**src/lrsp_pkg.sv**
```systemverilog
package lrsp_pkg;

  // Row geometry.
  localparam int unsigned ROW_WIDTH = 320;
  localparam int unsigned ROW_COUNT = 3;
  localparam int unsigned COL_W     = 9;
  localparam int unsigned ROW_W     = 2;
  localparam int unsigned CENTER    = ROW_WIDTH / 2;

  // Error scaling: error = offset_sum * 65536 / 1000, rounded. It is formed as
  // (|offset_sum| * 8192 + 62) / 125 by a 28-bit reciprocal and a 34-bit shift.
  localparam int unsigned ERR_ROUND = 62;
  localparam logic [27:0] ERR_RECIP = 28'd137438954;
  localparam int unsigned ERR_SHIFT = 34;

  // Interval divider widths.
  localparam int unsigned DIVD_W = 40;
  localparam int unsigned DIVS_W = 16;

  // Configuration port widths.
  localparam int unsigned CFG_AW = 3;
  localparam int unsigned CFG_DW = 16;

  // Configuration register indexes.
  typedef enum logic [CFG_AW-1:0] {
    CFG_GAIN_P          = 3'd0,
    CFG_GAIN_I          = 3'd1,
    CFG_GAIN_D          = 3'd2,
    CFG_RED_THRESHOLD   = 3'd3,
    CFG_WHITE_THRESHOLD = 3'd4,
    CFG_RED_COUNT_LIMIT = 3'd5,
    CFG_FRONT_WIDTH     = 3'd6,
    CFG_SIDE_OFFSET     = 3'd7
  } cfg_idx_e;

  // Products formed by the shared multiplier.
  typedef enum logic [1:0] {
    MOP_P  = 2'd0,
    MOP_I1 = 2'd1,
    MOP_I2 = 2'd2,
    MOP_D  = 2'd3
  } mul_op_e;

  typedef struct packed {
    logic [1:0]  row_select;
    logic [7:0]  red_level;
    logic [7:0]  white_level;
    logic        last_in_row;
    logic [15:0] frame_interval;
  } in_t;

  typedef struct packed {
    logic [1:0]         row_index;
    logic [8:0]         line_pixels;
    logic [8:0]         left_edge;
    logic [8:0]         right_edge;
    logic               row_empty;
    logic               maze_end;
    logic signed [31:0] drive_signal;
    logic               line_ahead;
    logic               line_left;
    logic               line_right;
  } out_t;

  // Commands from the controller to the datapath.
  typedef struct packed {
    logic      pix_en;
    logic      row_clear;
    logic      row_latch;
    logic      div_err_start;
    logic      err_latch;
    logic      acc_en;
    logic      mul_en;
    mul_op_e   mul_op;
    logic [1:0] mul_ph;
    logic      sum_en;
    logic      out_load;
  } cmd_t;

  // Status from the datapath to the controller.
  typedef struct packed {
    logic in_last;
    logic row_ok;
    logic div_busy;
  } sts_t;

endpackage

```
**src/lrsp_div.sv**
```systemverilog
module lrsp_div (
  input  logic                             clk_i,
  input  logic                             rst_ni,
  input  logic                             start_i,
  input  logic [lrsp_pkg::DIVD_W-1:0]      dividend_i,
  input  logic [lrsp_pkg::DIVS_W-1:0]      divisor_i,
  output logic                             busy_o,
  output logic [lrsp_pkg::DIVD_W-1:0]      quotient_o
);

  localparam int unsigned CNT_W = $clog2(lrsp_pkg::DIVD_W + 1);

  logic [CNT_W-1:0]                cnt_q, cnt_d;
  logic [lrsp_pkg::DIVD_W-1:0]     quo_q, quo_d;
  logic [lrsp_pkg::DIVS_W-1:0]     rem_q, rem_d;
  logic [lrsp_pkg::DIVS_W-1:0]     dvs_q, dvs_d;
  logic [lrsp_pkg::DIVS_W:0]       shifted;
  logic [lrsp_pkg::DIVS_W+1:0]     trial;

  // One restoring step per cycle, most significant quotient bit first.
  always_comb begin
    shifted = {rem_q, quo_q[lrsp_pkg::DIVD_W-1]};
    trial   = {1'b0, shifted} - {2'b00, dvs_q};
    cnt_d   = cnt_q;
    quo_d   = quo_q;
    rem_d   = rem_q;
    dvs_d   = dvs_q;
    if (start_i) begin
      cnt_d = CNT_W'(lrsp_pkg::DIVD_W);
      quo_d = dividend_i;
      rem_d = '0;
      dvs_d = divisor_i;
    end else if (cnt_q != '0) begin
      cnt_d = cnt_q - 1'b1;
      if (!trial[lrsp_pkg::DIVS_W+1]) begin
        rem_d = trial[lrsp_pkg::DIVS_W-1:0];
        quo_d = {quo_q[lrsp_pkg::DIVD_W-2:0], 1'b1};
      end else begin
        rem_d = shifted[lrsp_pkg::DIVS_W-1:0];
        quo_d = {quo_q[lrsp_pkg::DIVD_W-2:0], 1'b0};
      end
    end
  end

  always_ff @(posedge clk_i or negedge rst_ni) begin
    if (!rst_ni) begin
      cnt_q <= '0;
    end else begin
      cnt_q <= cnt_d;
    end
  end

  always_ff @(posedge clk_i) begin
    quo_q <= quo_d;
    rem_q <= rem_d;
    dvs_q <= dvs_d;
  end

  assign busy_o     = (cnt_q != '0);
  assign quotient_o = quo_q;

endmodule

```
**src/lrsp_ctrl.sv**
```systemverilog
module lrsp_ctrl (
  input  logic             clk_i,
  input  logic             rst_ni,
  input  logic             in_valid_i,
  output logic             in_ready_o,
  output logic             out_valid_o,
  input  logic             out_ready_i,
  input  lrsp_pkg::sts_t   sts_i,
  output lrsp_pkg::cmd_t   cmd_o
);

  typedef enum logic [7:0] {
    ST_IDLE  = 8'b0000_0001,
    ST_START = 8'b0000_0010,
    ST_DIVE  = 8'b0000_0100,
    ST_ERR   = 8'b0000_1000,
    ST_ACC   = 8'b0001_0000,
    ST_MUL   = 8'b0010_0000,
    ST_SUM   = 8'b0100_0000,
    ST_OUT   = 8'b1000_0000
  } state_e;

  state_e              state_q, state_d;
  lrsp_pkg::mul_op_e   op_q, op_d;
  logic [1:0]          ph_q, ph_d;
  logic                ovalid_q, ovalid_d;
  logic                accept;

  assign in_ready_o  = (state_q == ST_IDLE);
  assign accept      = in_valid_i && in_ready_o;
  assign out_valid_o = ovalid_q;

  // Sequencing of one row close: error scaling, totals, products, sum, result.
  always_comb begin
    state_d  = state_q;
    op_d     = op_q;
    ph_d     = ph_q;
    ovalid_d = ovalid_q && !out_ready_i;
    cmd_o    = '0;
    cmd_o.mul_op = op_q;
    cmd_o.mul_ph = ph_q;
    case (state_q)
      ST_IDLE: begin
        if (accept) begin
          cmd_o.pix_en = 1'b1;
          if (sts_i.in_last) begin
            if (sts_i.row_ok) begin
              cmd_o.row_latch = 1'b1;
              state_d = ST_START;
            end else begin
              cmd_o.row_clear = 1'b1;
            end
          end
        end
      end
      ST_START: begin
        cmd_o.div_err_start = 1'b1;
        state_d = ST_DIVE;
      end
      ST_DIVE: begin
        if (!sts_i.div_busy) begin
          state_d = ST_ERR;
        end
      end
      ST_ERR: begin
        cmd_o.err_latch = 1'b1;
        state_d = ST_ACC;
      end
      ST_ACC: begin
        cmd_o.acc_en = 1'b1;
        op_d  = lrsp_pkg::MOP_P;
        ph_d  = '0;
        state_d = ST_MUL;
      end
      ST_MUL: begin
        // The derivative product waits for the interval divide.
        if (!(op_q == lrsp_pkg::MOP_D && sts_i.div_busy)) begin
          cmd_o.mul_en = 1'b1;
          if (ph_q == 2'd2) begin
            ph_d = '0;
            if (op_q == lrsp_pkg::MOP_D) begin
              state_d = ST_SUM;
            end else begin
              op_d = lrsp_pkg::mul_op_e'(op_q + 2'd1);
            end
          end else begin
            ph_d = ph_q + 2'd1;
          end
        end
      end
      ST_SUM: begin
        cmd_o.sum_en = 1'b1;
        state_d = ST_OUT;
      end
      ST_OUT: begin
        if (!ovalid_q || out_ready_i) begin
          cmd_o.out_load = 1'b1;
          cmd_o.row_clear = 1'b1;
          ovalid_d = 1'b1;
          state_d = ST_IDLE;
        end
      end
      default: begin
        state_d = ST_IDLE;
      end
    endcase
  end

  always_ff @(posedge clk_i or negedge rst_ni) begin
    if (!rst_ni) begin
      state_q  <= ST_IDLE;
      op_q     <= lrsp_pkg::MOP_P;
      ph_q     <= '0;
      ovalid_q <= 1'b0;
    end else begin
      state_q  <= state_d;
      op_q     <= op_d;
      ph_q     <= ph_d;
      ovalid_q <= ovalid_d;
    end
  end

endmodule

```
**src/lrsp_dp.sv**
```systemverilog
module lrsp_dp (
  input  logic                             clk_i,
  input  logic                             rst_ni,
  input  logic                             cfg_we_i,
  input  logic [lrsp_pkg::CFG_AW-1:0]      cfg_addr_i,
  input  logic [lrsp_pkg::CFG_DW-1:0]      cfg_wdata_i,
  input  lrsp_pkg::in_t                    in_data_i,
  output lrsp_pkg::out_t                   out_data_o,
  input  lrsp_pkg::cmd_t                   cmd_i,
  output lrsp_pkg::sts_t                   sts_o
);

  localparam int unsigned CW = lrsp_pkg::COL_W;
  localparam int unsigned RC = lrsp_pkg::ROW_COUNT;
  localparam logic [CW-1:0] WIDTH_C  = CW'(lrsp_pkg::ROW_WIDTH);
  localparam logic [CW-1:0] CENTER_C = CW'(lrsp_pkg::CENTER);

  // Configuration registers.
  logic signed [15:0] gain_p_q, gain_i_q, gain_d_q;
  logic [7:0]         red_thr_q, white_thr_q;
  logic [8:0]         red_lim_q, front_w_q, side_off_q;

  always_ff @(posedge clk_i or negedge rst_ni) begin
    if (!rst_ni) begin
      gain_p_q    <= '0;
      gain_i_q    <= '0;
      gain_d_q    <= '0;
      red_thr_q   <= 8'd127;
      white_thr_q <= 8'd100;
      red_lim_q   <= 9'd250;
      front_w_q   <= 9'd20;
      side_off_q  <= 9'd80;
    end else if (cfg_we_i) begin
      case (lrsp_pkg::cfg_idx_e'(cfg_addr_i))
        lrsp_pkg::CFG_GAIN_P:          gain_p_q    <= cfg_wdata_i;
        lrsp_pkg::CFG_GAIN_I:          gain_i_q    <= cfg_wdata_i;
        lrsp_pkg::CFG_GAIN_D:          gain_d_q    <= cfg_wdata_i;
        lrsp_pkg::CFG_RED_THRESHOLD:   red_thr_q   <= cfg_wdata_i[7:0];
        lrsp_pkg::CFG_WHITE_THRESHOLD: white_thr_q <= cfg_wdata_i[7:0];
        lrsp_pkg::CFG_RED_COUNT_LIMIT: red_lim_q   <= cfg_wdata_i[8:0];
        lrsp_pkg::CFG_FRONT_WIDTH:     front_w_q   <= cfg_wdata_i[8:0];
        lrsp_pkg::CFG_SIDE_OFFSET:     side_off_q  <= cfg_wdata_i[8:0];
        default: ;
      endcase
    end
  end

  // Row accumulators.
  logic [CW-1:0]      col_q, col_d, white_q, white_d, red_q, red_d;
  logic [CW-1:0]      left_q, left_d, right_q, right_d;
  logic signed [15:0] osum_q, osum_d;
  logic               is_white, is_red;

  assign is_white = (in_data_i.white_level > white_thr_q);
  assign is_red   = (in_data_i.red_level > red_thr_q);

  always_comb begin
    col_d   = col_q;
    white_d = white_q;
    red_d   = red_q;
    left_d  = left_q;
    right_d = right_q;
    osum_d  = osum_q;
    if (cmd_i.row_clear) begin
      col_d   = '0;
      white_d = '0;
      red_d   = '0;
      left_d  = WIDTH_C;
      right_d = '0;
      osum_d  = '0;
    end else if (cmd_i.pix_en && col_q < WIDTH_C) begin
      col_d = col_q + 1'b1;
      if (is_red) begin
        red_d = red_q + 1'b1;
      end
      if (is_white) begin
        white_d = white_q + 1'b1;
        osum_d  = osum_q + $signed(16'(col_q)) - $signed(16'(CENTER_C));
        if (left_q == WIDTH_C) begin
          left_d = col_q;
        end
        right_d = col_q;
      end
    end
  end

  always_ff @(posedge clk_i or negedge rst_ni) begin
    if (!rst_ni) begin
      col_q   <= '0;
      white_q <= '0;
      red_q   <= '0;
      left_q  <= WIDTH_C;
      right_q <= '0;
      osum_q  <= '0;
    end else begin
      col_q   <= col_d;
      white_q <= white_d;
      red_q   <= red_d;
      left_q  <= left_d;
      right_q <= right_d;
      osum_q  <= osum_d;
    end
  end

  // Row being closed and its frame interval.
  logic [lrsp_pkg::ROW_W-1:0] row_q;
  logic [15:0]                dt_q;

  always_ff @(posedge clk_i) begin
    if (cmd_i.row_latch) begin
      row_q <= in_data_i.row_select;
      dt_q  <= in_data_i.frame_interval;
    end
  end

  // Per-row state.
  logic signed [47:0] tot_q [RC];
  logic signed [31:0] prev_q [RC];
  logic [CW-1:0]      ledge_q [RC];
  logic [CW-1:0]      redge_q [RC];

  // Error scaling by reciprocal multiplication; the sum magnitude stays below 2^14.
  logic signed [31:0] err_q;
  logic signed [31:0] err_mag;
  logic [15:0]        osum_mag;
  logic [26:0]        esc_y;
  logic [54:0]        esc_q;
  logic               osum_neg_q;

  assign osum_mag = osum_q[15] ? 16'(-osum_q) : 16'(osum_q);
  assign esc_y    = {osum_mag[13:0], 13'b0} + 27'(lrsp_pkg::ERR_ROUND);

  always_ff @(posedge clk_i) begin
    if (cmd_i.div_err_start) begin
      esc_q      <= esc_y * lrsp_pkg::ERR_RECIP;
      osum_neg_q <= osum_q[15];
    end
  end

  assign err_mag = $signed(32'(esc_q[54:lrsp_pkg::ERR_SHIFT]));

  // Signed error from the scaled magnitude.
  always_ff @(posedge clk_i) begin
    if (cmd_i.err_latch) begin
      err_q <= osum_neg_q ? -err_mag : err_mag;
    end
  end

  // Interval divider for the derivative term.
  logic                           div_busy;
  logic [lrsp_pkg::DIVD_W-1:0]    div_dvd, div_quo;
  logic [lrsp_pkg::DIVS_W-1:0]    div_dvs;
  logic signed [32:0]             ediff;
  logic [32:0]                    ediff_mag;
  logic                           dneg_q;

  assign ediff     = 33'(err_q) - 33'(prev_q[row_q]);
  assign ediff_mag = ediff[32] ? 33'(-ediff) : 33'(ediff);
  // The error difference stays well below 2^24.
  assign div_dvd   = {ediff_mag[23:0], 16'b0};
  assign div_dvs   = dt_q;

  lrsp_div u_div (
    .clk_i      (clk_i),
    .rst_ni     (rst_ni),
    .start_i    (cmd_i.acc_en),
    .dividend_i (div_dvd),
    .divisor_i  (div_dvs),
    .busy_o     (div_busy),
    .quotient_o (div_quo)
  );

  always_ff @(posedge clk_i) begin
    if (cmd_i.acc_en) begin
      dneg_q <= ediff[32];
    end
  end

  // Saturating error total and stored edges for the closed row.
  logic signed [48:0] tot_sum;
  logic signed [47:0] tot_new;

  assign tot_sum = 49'(tot_q[row_q]) + 49'(err_q);
  always_comb begin
    if (tot_sum[48] != tot_sum[47]) begin
      tot_new = tot_sum[48] ? {1'b1, 47'b0} : {1'b0, {47{1'b1}}};
    end else begin
      tot_new = tot_sum[47:0];
    end
  end

  always_ff @(posedge clk_i or negedge rst_ni) begin
    if (!rst_ni) begin
      for (int k = 0; k < RC; k++) begin
        tot_q[k]   <= '0;
        prev_q[k]  <= '0;
        ledge_q[k] <= WIDTH_C;
        redge_q[k] <= '0;
      end
    end else if (cmd_i.acc_en) begin
      tot_q[row_q]   <= tot_new;
      prev_q[row_q]  <= err_q;
      ledge_q[row_q] <= left_q;
      redge_q[row_q] <= right_q;
    end
  end

  // Shared 25x17 multiplier: low half, then high half of a 48-bit operand.
  logic signed [47:0] t_q, t2;
  logic signed [47:0] mx;
  logic signed [16:0] mb;
  logic signed [24:0] ma;
  logic signed [41:0] prod_q, lo_q;
  logic signed [65:0] mres, mres_s8, mres_s16;
  logic signed [49:0] p_q, i_q, d_q;
  logic [47:0]        quo_mag;

  assign quo_mag = 48'(div_quo);
  assign t2 = (dt_q == '0) ? '0 : (dneg_q ? -$signed(quo_mag) : $signed(quo_mag));

  always_comb begin
    case (cmd_i.mul_op)
      lrsp_pkg::MOP_P:  begin mx = 48'(err_q);   mb = 17'(gain_p_q); end
      lrsp_pkg::MOP_I1: begin mx = tot_q[row_q]; mb = 17'(gain_i_q); end
      lrsp_pkg::MOP_I2: begin mx = t_q;          mb = $signed({1'b0, dt_q}); end
      default:          begin mx = t2;           mb = 17'(gain_d_q); end
    endcase
    ma = (cmd_i.mul_ph == 2'd0) ? $signed({1'b0, mx[23:0]}) : 25'($signed(mx[47:24]));
  end

  assign mres     = $signed({prod_q, 24'b0}) + 66'(lo_q);
  assign mres_s8  = mres >>> 8;
  assign mres_s16 = mres >>> 16;

  always_ff @(posedge clk_i) begin
    if (cmd_i.mul_en) begin
      prod_q <= ma * mb;
      if (cmd_i.mul_ph == 2'd1) begin
        lo_q <= prod_q;
      end
      if (cmd_i.mul_ph == 2'd2) begin
        case (cmd_i.mul_op)
          lrsp_pkg::MOP_P:  p_q <= mres_s8[49:0];
          lrsp_pkg::MOP_I1: begin
            if (mres_s8[65:47] != {19{mres_s8[47]}}) begin
              t_q <= mres_s8[65] ? {1'b1, 47'b0} : {1'b0, {47{1'b1}}};
            end else begin
              t_q <= mres_s8[47:0];
            end
          end
          lrsp_pkg::MOP_I2: i_q <= mres_s16[49:0];
          default:          d_q <= mres_s8[49:0];
        endcase
      end
    end
  end

  // Saturated drive.
  logic signed [51:0] dsum;
  logic signed [31:0] drive_q;

  assign dsum = 52'(p_q) + 52'(i_q) + 52'(d_q);

  always_ff @(posedge clk_i) begin
    if (cmd_i.sum_en) begin
      if (dsum[51:31] != {21{dsum[31]}}) begin
        drive_q <= dsum[51] ? {1'b1, 31'b0} : {1'b0, {31{1'b1}}};
      end else begin
        drive_q <= dsum[31:0];
      end
    end
  end

  // Line flags from the first three rows' edges.
  logic              ahead, lflag, rflag;
  logic signed [11:0] span, lmid, lref, rmid, rref;

  always_comb begin
    span  = $signed(12'(redge_q[0])) - $signed(12'(ledge_q[0]));
    ahead = span > $signed(12'(front_w_q));
    lmid  = $signed(12'((10'(ledge_q[0]) + 10'(ledge_q[2])) >> 1));
    lref  = $signed(12'(ledge_q[1])) + $signed(12'(side_off_q));
    lflag = (ledge_q[0] != WIDTH_C) && (ledge_q[2] != WIDTH_C) && (lmid > lref);
    rmid  = $signed(12'((10'(redge_q[0]) + 10'(redge_q[2])) >> 1));
    rref  = $signed(12'(redge_q[1])) - $signed(12'(side_off_q));
    rflag = (redge_q[0] != '0) && (redge_q[2] != '0) && (rmid < rref);
  end

  // Result register.
  lrsp_pkg::out_t out_q;
  logic           last_row;

  assign last_row = (row_q == lrsp_pkg::ROW_W'(RC - 1));

  always_ff @(posedge clk_i) begin
    if (cmd_i.out_load) begin
      out_q.row_index    <= row_q;
      out_q.line_pixels  <= white_q;
      out_q.left_edge    <= left_q;
      out_q.right_edge   <= right_q;
      out_q.row_empty    <= (white_q == '0);
      out_q.maze_end     <= (red_q > red_lim_q);
      out_q.drive_signal <= drive_q;
      out_q.line_ahead   <= last_row && ahead;
      out_q.line_left    <= last_row && lflag;
      out_q.line_right   <= last_row && rflag;
    end
  end

  assign out_data_o      = out_q;
  assign sts_o.in_last   = in_data_i.last_in_row;
  assign sts_o.row_ok    = (in_data_i.row_select < lrsp_pkg::ROW_W'(RC));
  assign sts_o.div_busy  = div_busy;

endmodule

```
**src/line_row_scan_pid.sv**
```systemverilog
// Channel   Signals                         Direction
// in        in_valid_i/in_ready_o/in_data_i  pixel requests in
// out       out_valid_o/out_ready_i/out_data_o  row results out
// cfg       cfg_we_i/cfg_addr_i/cfg_wdata_i  register writes in
//
// A pixel that does not close a valid row leaves the input ready for the next pixel.
// A closing pixel of a valid row holds the input until its result is loaded:
// START, DIVE and ERR scale and latch the error, ACC updates the totals and starts
// the interval divide, the P, I1 and I2 products run under it, then the D product,
// the sum and the result load; the load waits while the previous result is unread.
// Reset is asynchronous, active low; all row state returns to its empty value.
module line_row_scan_pid (
  input  logic                             clk_i,
  input  logic                             rst_ni,
  input  logic                             in_valid_i,
  output logic                             in_ready_o,
  input  lrsp_pkg::in_t                    in_data_i,
  output logic                             out_valid_o,
  input  logic                             out_ready_i,
  output lrsp_pkg::out_t                   out_data_o,
  input  logic                             cfg_we_i,
  input  logic [lrsp_pkg::CFG_AW-1:0]      cfg_addr_i,
  input  logic [lrsp_pkg::CFG_DW-1:0]      cfg_wdata_i
);

  lrsp_pkg::cmd_t cmd;
  lrsp_pkg::sts_t sts;

  // Sequencer.
  lrsp_ctrl u_ctrl (
    .clk_i       (clk_i),
    .rst_ni      (rst_ni),
    .in_valid_i  (in_valid_i),
    .in_ready_o  (in_ready_o),
    .out_valid_o (out_valid_o),
    .out_ready_i (out_ready_i),
    .sts_i       (sts),
    .cmd_o       (cmd)
  );

  // Accumulators, arithmetic and result register.
  lrsp_dp u_dp (
    .clk_i       (clk_i),
    .rst_ni      (rst_ni),
    .cfg_we_i    (cfg_we_i),
    .cfg_addr_i  (cfg_addr_i),
    .cfg_wdata_i (cfg_wdata_i),
    .in_data_i   (in_data_i),
    .out_data_o  (out_data_o),
    .cmd_i       (cmd),
    .sts_o       (sts)
  );

  // The divider is idle whenever pixels are taken.
  assert property (@(posedge clk_i) disable iff (!rst_ni) in_ready_o |-> !sts.div_busy)
    else $error("pixel taken while divider busy");

  // A result always names a valid row.
  assert property (@(posedge clk_i) disable iff (!rst_ni)
    out_valid_o |-> (out_data_o.row_index < 2'(lrsp_pkg::ROW_COUNT)))
    else $error("result row out of range");

  // The empty flag agrees with the pixel count.
  assert property (@(posedge clk_i) disable iff (!rst_ni)
    out_valid_o |-> (out_data_o.row_empty == (out_data_o.line_pixels == '0)))
    else $error("row empty flag mismatch");

  // A new result is never loaded over one that is still waiting.
  assert property (@(posedge clk_i) disable iff (!rst_ni)
    cmd.out_load |-> (!out_valid_o || out_ready_i))
    else $error("result overwritten");

endmodule

```
**config.mk**
```make
export PLATFORM = sky130hd
export DESIGN_NAME = line_row_scan_pid
export DESIGN_NICKNAME = d
export VERILOG_FILES = /design/src/lrsp_pkg.sv /design/src/lrsp_div.sv /design/src/lrsp_ctrl.sv /design/src/lrsp_dp.sv /design/src/line_row_scan_pid.sv
export SDC_FILE = /design/constraint.sdc
export NUM_CORES = 2
export LEC_CHECK = 0
export ABC_AREA = 0
export BUFFER_PORTS_ARGS = -buffer_cell sky130_fd_sc_hd__buf_4
export CAP_MARGIN = 20
export CORE_AREA = 2 2 377 379
export CTS_CLUSTER_DIAMETER = 150
export CTS_CLUSTER_SIZE = 8
export DETAILED_ROUTE_END_ITERATION = 7
export DIE_AREA = 0 0 379 381
export PLACE_DENSITY = 0.8
export SLEW_MARGIN = 10
export SYNTH_ARGS = -nofsm -noshare
export SYNTH_HDL_FRONTEND = slang
export SYNTH_HIERARCHICAL = 1
export SYNTH_SLANG_ARGS = --single-unit
```
**constraint.sdc**
```tcl
create_clock -name clk_i -period 19.1 [get_ports clk_i]
set_clock_uncertainty 0.1 [all_clocks]
set_input_delay 1.91 -clock clk_i [delete_from_list [all_inputs] [get_ports clk_i]]
set_output_delay 1.91 -clock clk_i [all_outputs]
set_load 0.01 [all_outputs]
```
After elaboration in Yosys (flattened, before gate mapping)
Cells that the tools add are included.

cells by class
  multiplexer cells = 87
  $mul = 2
  equality and inequality tests = 36
  bitwise operators = 2
  $add $sub $neg = 24
  order comparisons = 10
  reductions and logical operators = 49

operators by type and width
  operator                  number
  $mux W48                  9
  $mux W32                  5
  $bwmux W144               1
  $mux W9                   16
  $pmux W48 S3              1
  $bmux W48 S2              1
  $bwmux W96                1
  $demux W48 S2             1
  $mux W40                  2
  $add A66 B42 Y66          1
  $bmux W32 S2              1
  $demux W32 S2             1
  $mux W16                  4
  $mux W8                   8
  $pmux W8 S8               1
  $bwmux W27                2
  $mul A27 B27 Y54 const B  1
  $add A51 B50 Y52          1
  $add A50 B50 Y51          1
  $pmux W17 S3              1
  $add A48 B32 Y49          1
  $neg A40 Y48              1
  $mul A25 B17 Y42          1
  $sub A32 B32 Y33          1
  other kinds (69)          147

storage, ports and cells
  flip-flop bits (word level) = 1023

Longest topological paths before layout
  depth in word-level cells = 8
  depth in mapped cells = 38

Cells and area by module
Netlist, hierarchy kept.

by module, submodules not included
  module     instances  area an instance (µm²)  cells an instance
  lrsp_dp    1          71853.9                 7313
  lrsp_div   1          4015.1                  340
  lrsp_ctrl  1          738.2                   76

Worst setup path after synthesis
No wires, ideal clock.

  path kind = reg2reg
  start point = reg u_dp.u_div.quo_q (netlist bit u_dp/u_div/quotient_o[10])
  end point = reg u_dp.prod_q[41], data pin
  required time = 18.740 ns
  path slack = 9.548 ns
  arrival time = 9.192 ns
  stages on the path, launching flop included = 36
  period minus slack after synthesis = 9.552 ns
  library setup time = 0.260 ns
  cells stage by stage = edfxtp_1 -> nor4_2 -> nand3b_1 -> or4_4 -> or4_4 -> or4_1 -> buf_2 -> o41ai_2 -> xnor2_1 -> a22oi_1 -> o21ai_2 -> buf_2 -> and2_1 -> fa_1 -> inv_1 -> fa_1 -> fa_1 -> inv_1 -> fa_1 -> fa_1 -> inv_1 -> fa_1 -> inv_1 -> ha_1 -> a211oi_1 -> nand2_1 -> nand2_1 -> a21oi_1 -> or3_1 -> a21oi_1 -> nor4b_1 -> o31ai_1 -> a311o_1 -> a221o_1 -> a21oi_1 -> xnor2_1

on the way
  cells in the longest elaborated chain, start to end = 6

RTL lines
  element                    line            source
  start: declaration         lrsp_div.sv:14  logic [lrsp_pkg::DIVD_W-1:0] quo_q, quo_d;
  start signal: assignment   lrsp_div.sv:54  quo_q <= quo_d;
  $neg A40 Y48               lrsp_dp.sv:219  assign t2 = (dt_q == '0) ? '0 : (dneg_q ? -$signed(quo_mag) : $signed(quo_mag));
  $mux W48 (*) (2 in a row)  lrsp_dp.sv:219
  $pmux W48 S3 (*)           lrsp_dp.sv:222  case (cmd_i.mul_op)
  $mux W25 (*)               lrsp_dp.sv:228  ma = (cmd_i.mul_ph == 2'd0) ? $signed({1'b0, mx[23:0]}) : 25'($signed(mx[47:24]));
  $mul A25 B17 Y42 (*)       lrsp_dp.sv:237  prod_q <= ma * mb;
  end signal: assignment     lrsp_dp.sv:237
  end: declaration           lrsp_dp.sv:213  logic signed [41:0] prod_q, lo_q;

Every way passes the cells marked *; elsewhere a longest branch is shown, timed or not.
A chain may end at the register's enable or synchronous reset.

Worst setup path after layout
  start point = reg u_dp.u_div.quo_q (netlist bit u_dp/u_div/quotient_o[5])
  end point = reg u_dp.prod_q[41], data pin

Same word-level chain as after synthesis.

==> key figures <==
Run status
  – Result of the run: complete, no violations

Worst hold path
  – Worst hold stages: 0
  – Origin of the worst min-delay path: u_dp/drive_q[28]$_DFFE_PP_
  – Hold EP: u_dp/out_data_o[31]$_DFFE_PP_
  – Min-Delay Path Class: flop to flop

Die
  – Boundary Pins: 127
  – Vertical extent of the die: 381 µm
  – Die area: 144000 µm²
  – Initial core utilization: 0.545
  – Total core area: 141000 µm²
  – Die Width: 379 µm
  – Rows: 138

Clocking
  – Clk_lat worst skew: 800 ps
  – Root Driver: clkbuf_16
  – # resized after CTS: 0
  – CTS H-Tree Depth: 4
  – Post-CTS setup repair buffer count: 0
  – Total CTS buffers: 141
  – Total of hold buffers inserted after clock tree synthesis: 0
  – CTS clk-pin slew, worst paths: 50 ps
  – TritonCTS clock tree: done
  – Total clock sinks: 982
  – Maximum clock path buffer count: 3

Yosys
  – Register area share after synthesis: 0.353
  – Post-synth top area share: 0.196
  – Largest area contributor in the synthesized netlist: edfxtp_1
  – Cell with the most instances after synthesis: nand2_1
  – EDFF count, synth: 501
  – Most used flip-flop cell after synthesis: edfxtp_1
  – Unique cell type count in the Yosys netlist: 113
  – Average footprint of a synthesized cell: 9.91 µm²
  – Register bit total from synthesis: 982
  – Yosys warnings: 6
  – Area contributors post-synth: edfxtp_1 20%, fa_1 15%, dfrtp_1 14%, ha_1 9.9%, nand2_1 5.2%
  – Cell area after synthesis: 76600 µm²
  – Gate count of the mapped netlist: 7729
  – Share of synthesized flip-flops with an asynchronous set or reset: 0.474
  – Leading post-synthesis cells by instance count: 1058 x nand2_1, 922 x inv_1, 607 x ha_1

Routing
  – Routed wire length: 212000 µm
  – Final antenna-violating net count: 0
  – Drt first pass iters: 6
  – Via count: 58516
  – Iteration-0 DRC count of the detailed router: 6350
  – Number of remaining DRC errors: 0
  – DR WL/cell: 21.6 µm
  – Drt via density: 5.98

Finish
  – Final-stage net count: 9057
  – Synth-to-layout area growth: 9.54%
  – Number of fillers in the final layout: 11391
  – Area of combinational cells with multiple inputs: 45100 µm²
  – Finished Core Util: 0.597
  – Layout cell share with drive strength beyond 1: 0.0879
  – Register area: 27000 µm²

Timing
  – Tightest slew margin relative to the limit: 0.181
  – Final count of pins violating max slew: 0
  – Achievable frequency: 90.0 MHz
  – Post-route fraction of the period consumed by the critical path: 0.582
  – Final-layout setup total negative slack: 0 ps
  – Number of setup violations in the final report: 0
  – Final hold viol count: 0
  – RSZ-0062 raised after global routing: no
  – Final critical path time including I/O delays and setup: 11110 ps
  – Worst-Margin Slew: 1220 ps

Setup path
  – Crit path max-delay cell type: o21ai_1
  – Data arrival time at the worst-slack endpoint: 11510 ps
  – Critical R2R Capture: u_dp/prod_q[41]$_DFFE_PP_
  – Data required, critical path: 19500 ps
  – Worst reg-to-reg path cell count: 32
  – Startpoint of the worst-slack reg-to-reg timing path: u_dp/u_div/quotient_o[5]$_DFFE_PP_
  – Kind of start point of the critical path: flop
  – Slack of the worst reg-to-reg path: 7990 ps
  – Critical Path Fanout Max: 8
  – Cell repeated most along the worst path: fa_1
  – Classification of the worst setup path: flop to flop
  – Element type at the critical path end: flop
  – Largest stage delay, worst path: 960 ps

Global routing
  – First-pass GRT wire length: 334000 µm
  – Vias in the first global route: 59626
  – Sum of overflow across all layers after global routing: 0
  – Pin count of the biggest net entering global routing: 113
  – All-Layer GR Usage: 0.297
  – Antenna violations before repair: 5

Placement
  – RD Place Congestion: 0.995
  – Post-DP HPWL: 157000 µm
  – Number of buffers inserted by port buffering: 126

Run
  – Max-capacitance violation count: 0
==> critical path, delay by kind of cell (launching register included) <==
| kind | cells | cell delay (ps) |
|---|---|---|
| buffers and inverters | 3 | 180 |
| xor gates and xnor gates | 2 | 240 |
| DFF | 1 | 440 |
| and+or+nand+nor | 11 | 3530 |
| adders and majority gates | 7 | 3490 |
| AOI/OAI and AO/OA | 9 | 2850 |
==> cells by family after synthesis <==
group                    count (synthesis)  share of synthesized area
adder cells (fa/ha/maj)               1197                      0.253
AND/OR/NAND/NOR                       2207                      0.129
XOR/XNOR                               360                     0.0412
AO/OA/AOI/OAI                         1454                      0.120
other                                    1                  0.0000490
multiplexers                           302                     0.0430
flip-flops                             982                      0.353
buffers and inverters                 1226                     0.0611
==> per-layer routing <==
metal | up-vias | wire (µm) | track usage
met2 | 2859 | 94800 | 0.457
met5 | - | 23 | 0
met3 | 561 | 19600 | 0.0567
met1 | 28875 | 87800 | 0.414
met4 | 2 | 9150 | 0.119
li1 | 26219 | - | -
==> how the worst max path moves through the flow <==
stage                                              from                         to  cells after the start
floorplan           u_dp/u_div/quotient_o[10]$_DFFE_PP_  u_dp/prod_q[41]$_DFFE_PP_                     35
global placement    u_dp/u_div/quotient_o[10]$_DFFE_PP_  u_dp/prod_q[41]$_DFFE_PP_                     32
detailed placement  u_dp/u_div/quotient_o[10]$_DFFE_PP_  u_dp/prod_q[41]$_DFFE_PP_                     32
CTS                 u_dp/u_div/quotient_o[10]$_DFFE_PP_  u_dp/prod_q[41]$_DFFE_PP_                     32
global route         u_dp/u_div/quotient_o[5]$_DFFE_PP_  u_dp/prod_q[41]$_DFFE_PP_                     32
finish               u_dp/u_div/quotient_o[5]$_DFFE_PP_  u_dp/prod_q[41]$_DFFE_PP_                     32
==> cell usage in the layout (no fill, tap or decap), types with 69 or more instances in the layout <==
| cell | n |
|---|---|
| nand2_1 | 1058 |
| inv_1 | 921 |
| ha_1 | 607 |
| fa_1 | 584 |
| edfxtp_1 | 501 |
| nor2_1 | 500 |
| dfrtp_1 | 434 |
| o21ai_0 | 412 |
| a21oi_1 | 406 |
| xnor2_1 | 241 |
| buf_4 | 213 |
| mux2_2 | 153 |
| a21o_1 | 153 |
| clkbuf_16 | 143 |
| mux2i_1 | 142 |
| xor2_1 | 119 |
| and2_1 | 99 |
| nor2b_1 | 91 |
| nand3_1 | 73 |
| clkbuf_1 | 69 |
==> per-stage QoR <==
stage | area, µm² | instances | worst slack (ps) | hold WS [ps]
2_1_floorplan | 76700 | 7744 | 9550 | 300
3_3_place_gp | 79600 | 9546 | 8530 | 303
3_5_place_dp | 79600 | 9548 | 8290 | 305
4_1_cts | 83800 | 9776 | 8230 | 303
5_1_grt | 83900 | 9783 | 7630 | 317
6_report | 83900 | 9783 | 7990 | 301
==> cell type report <==
type | instances | share of cell area
Clock inverter | 15 | 0.00379
Clock buffer | 213 | 0.0459
Timing Repair Buffer | 220 | 0.0210
Inverter | 926 | 0.0414
Multi-Input combinational cell | 5536 | 0.537
Tap cell | 1890 | 0.0282
Sequential cell | 982 | 0.322
Antenna cell | 1 | 0.0000298
==> sequential cells by signal (all words and copies together), names as in the netlist, 16 cells and up <==
name / flops
u_dp/tot_q: 144
u_dp/prev_q: 96
u_dp/out_data_o: 66
u_dp/d_q: 50
u_dp/i_q: 50
u_dp/p_q: 50
u_dp/t_q: 48
u_dp/prod_q: 42
u_dp/u_div/quotient_o: 40
u_dp/lo_q: 34
u_dp/drive_q: 32
u_dp/err_q: 32
u_dp/ledge_q: 27
u_dp/redge_q: 27
u_dp/esc_q: 21
u_dp/div_dvs: 16
u_dp/gain_d_q: 16
u_dp/gain_i_q: 16
u_dp/gain_p_q: 16
u_dp/osum_q: 16
u_dp/u_div/dvs_q: 16
u_dp/u_div/rem_q: 16
Power is not shown: default switching activity piles up to over one toggle a cycle in this logic, so the estimate is an artifact.
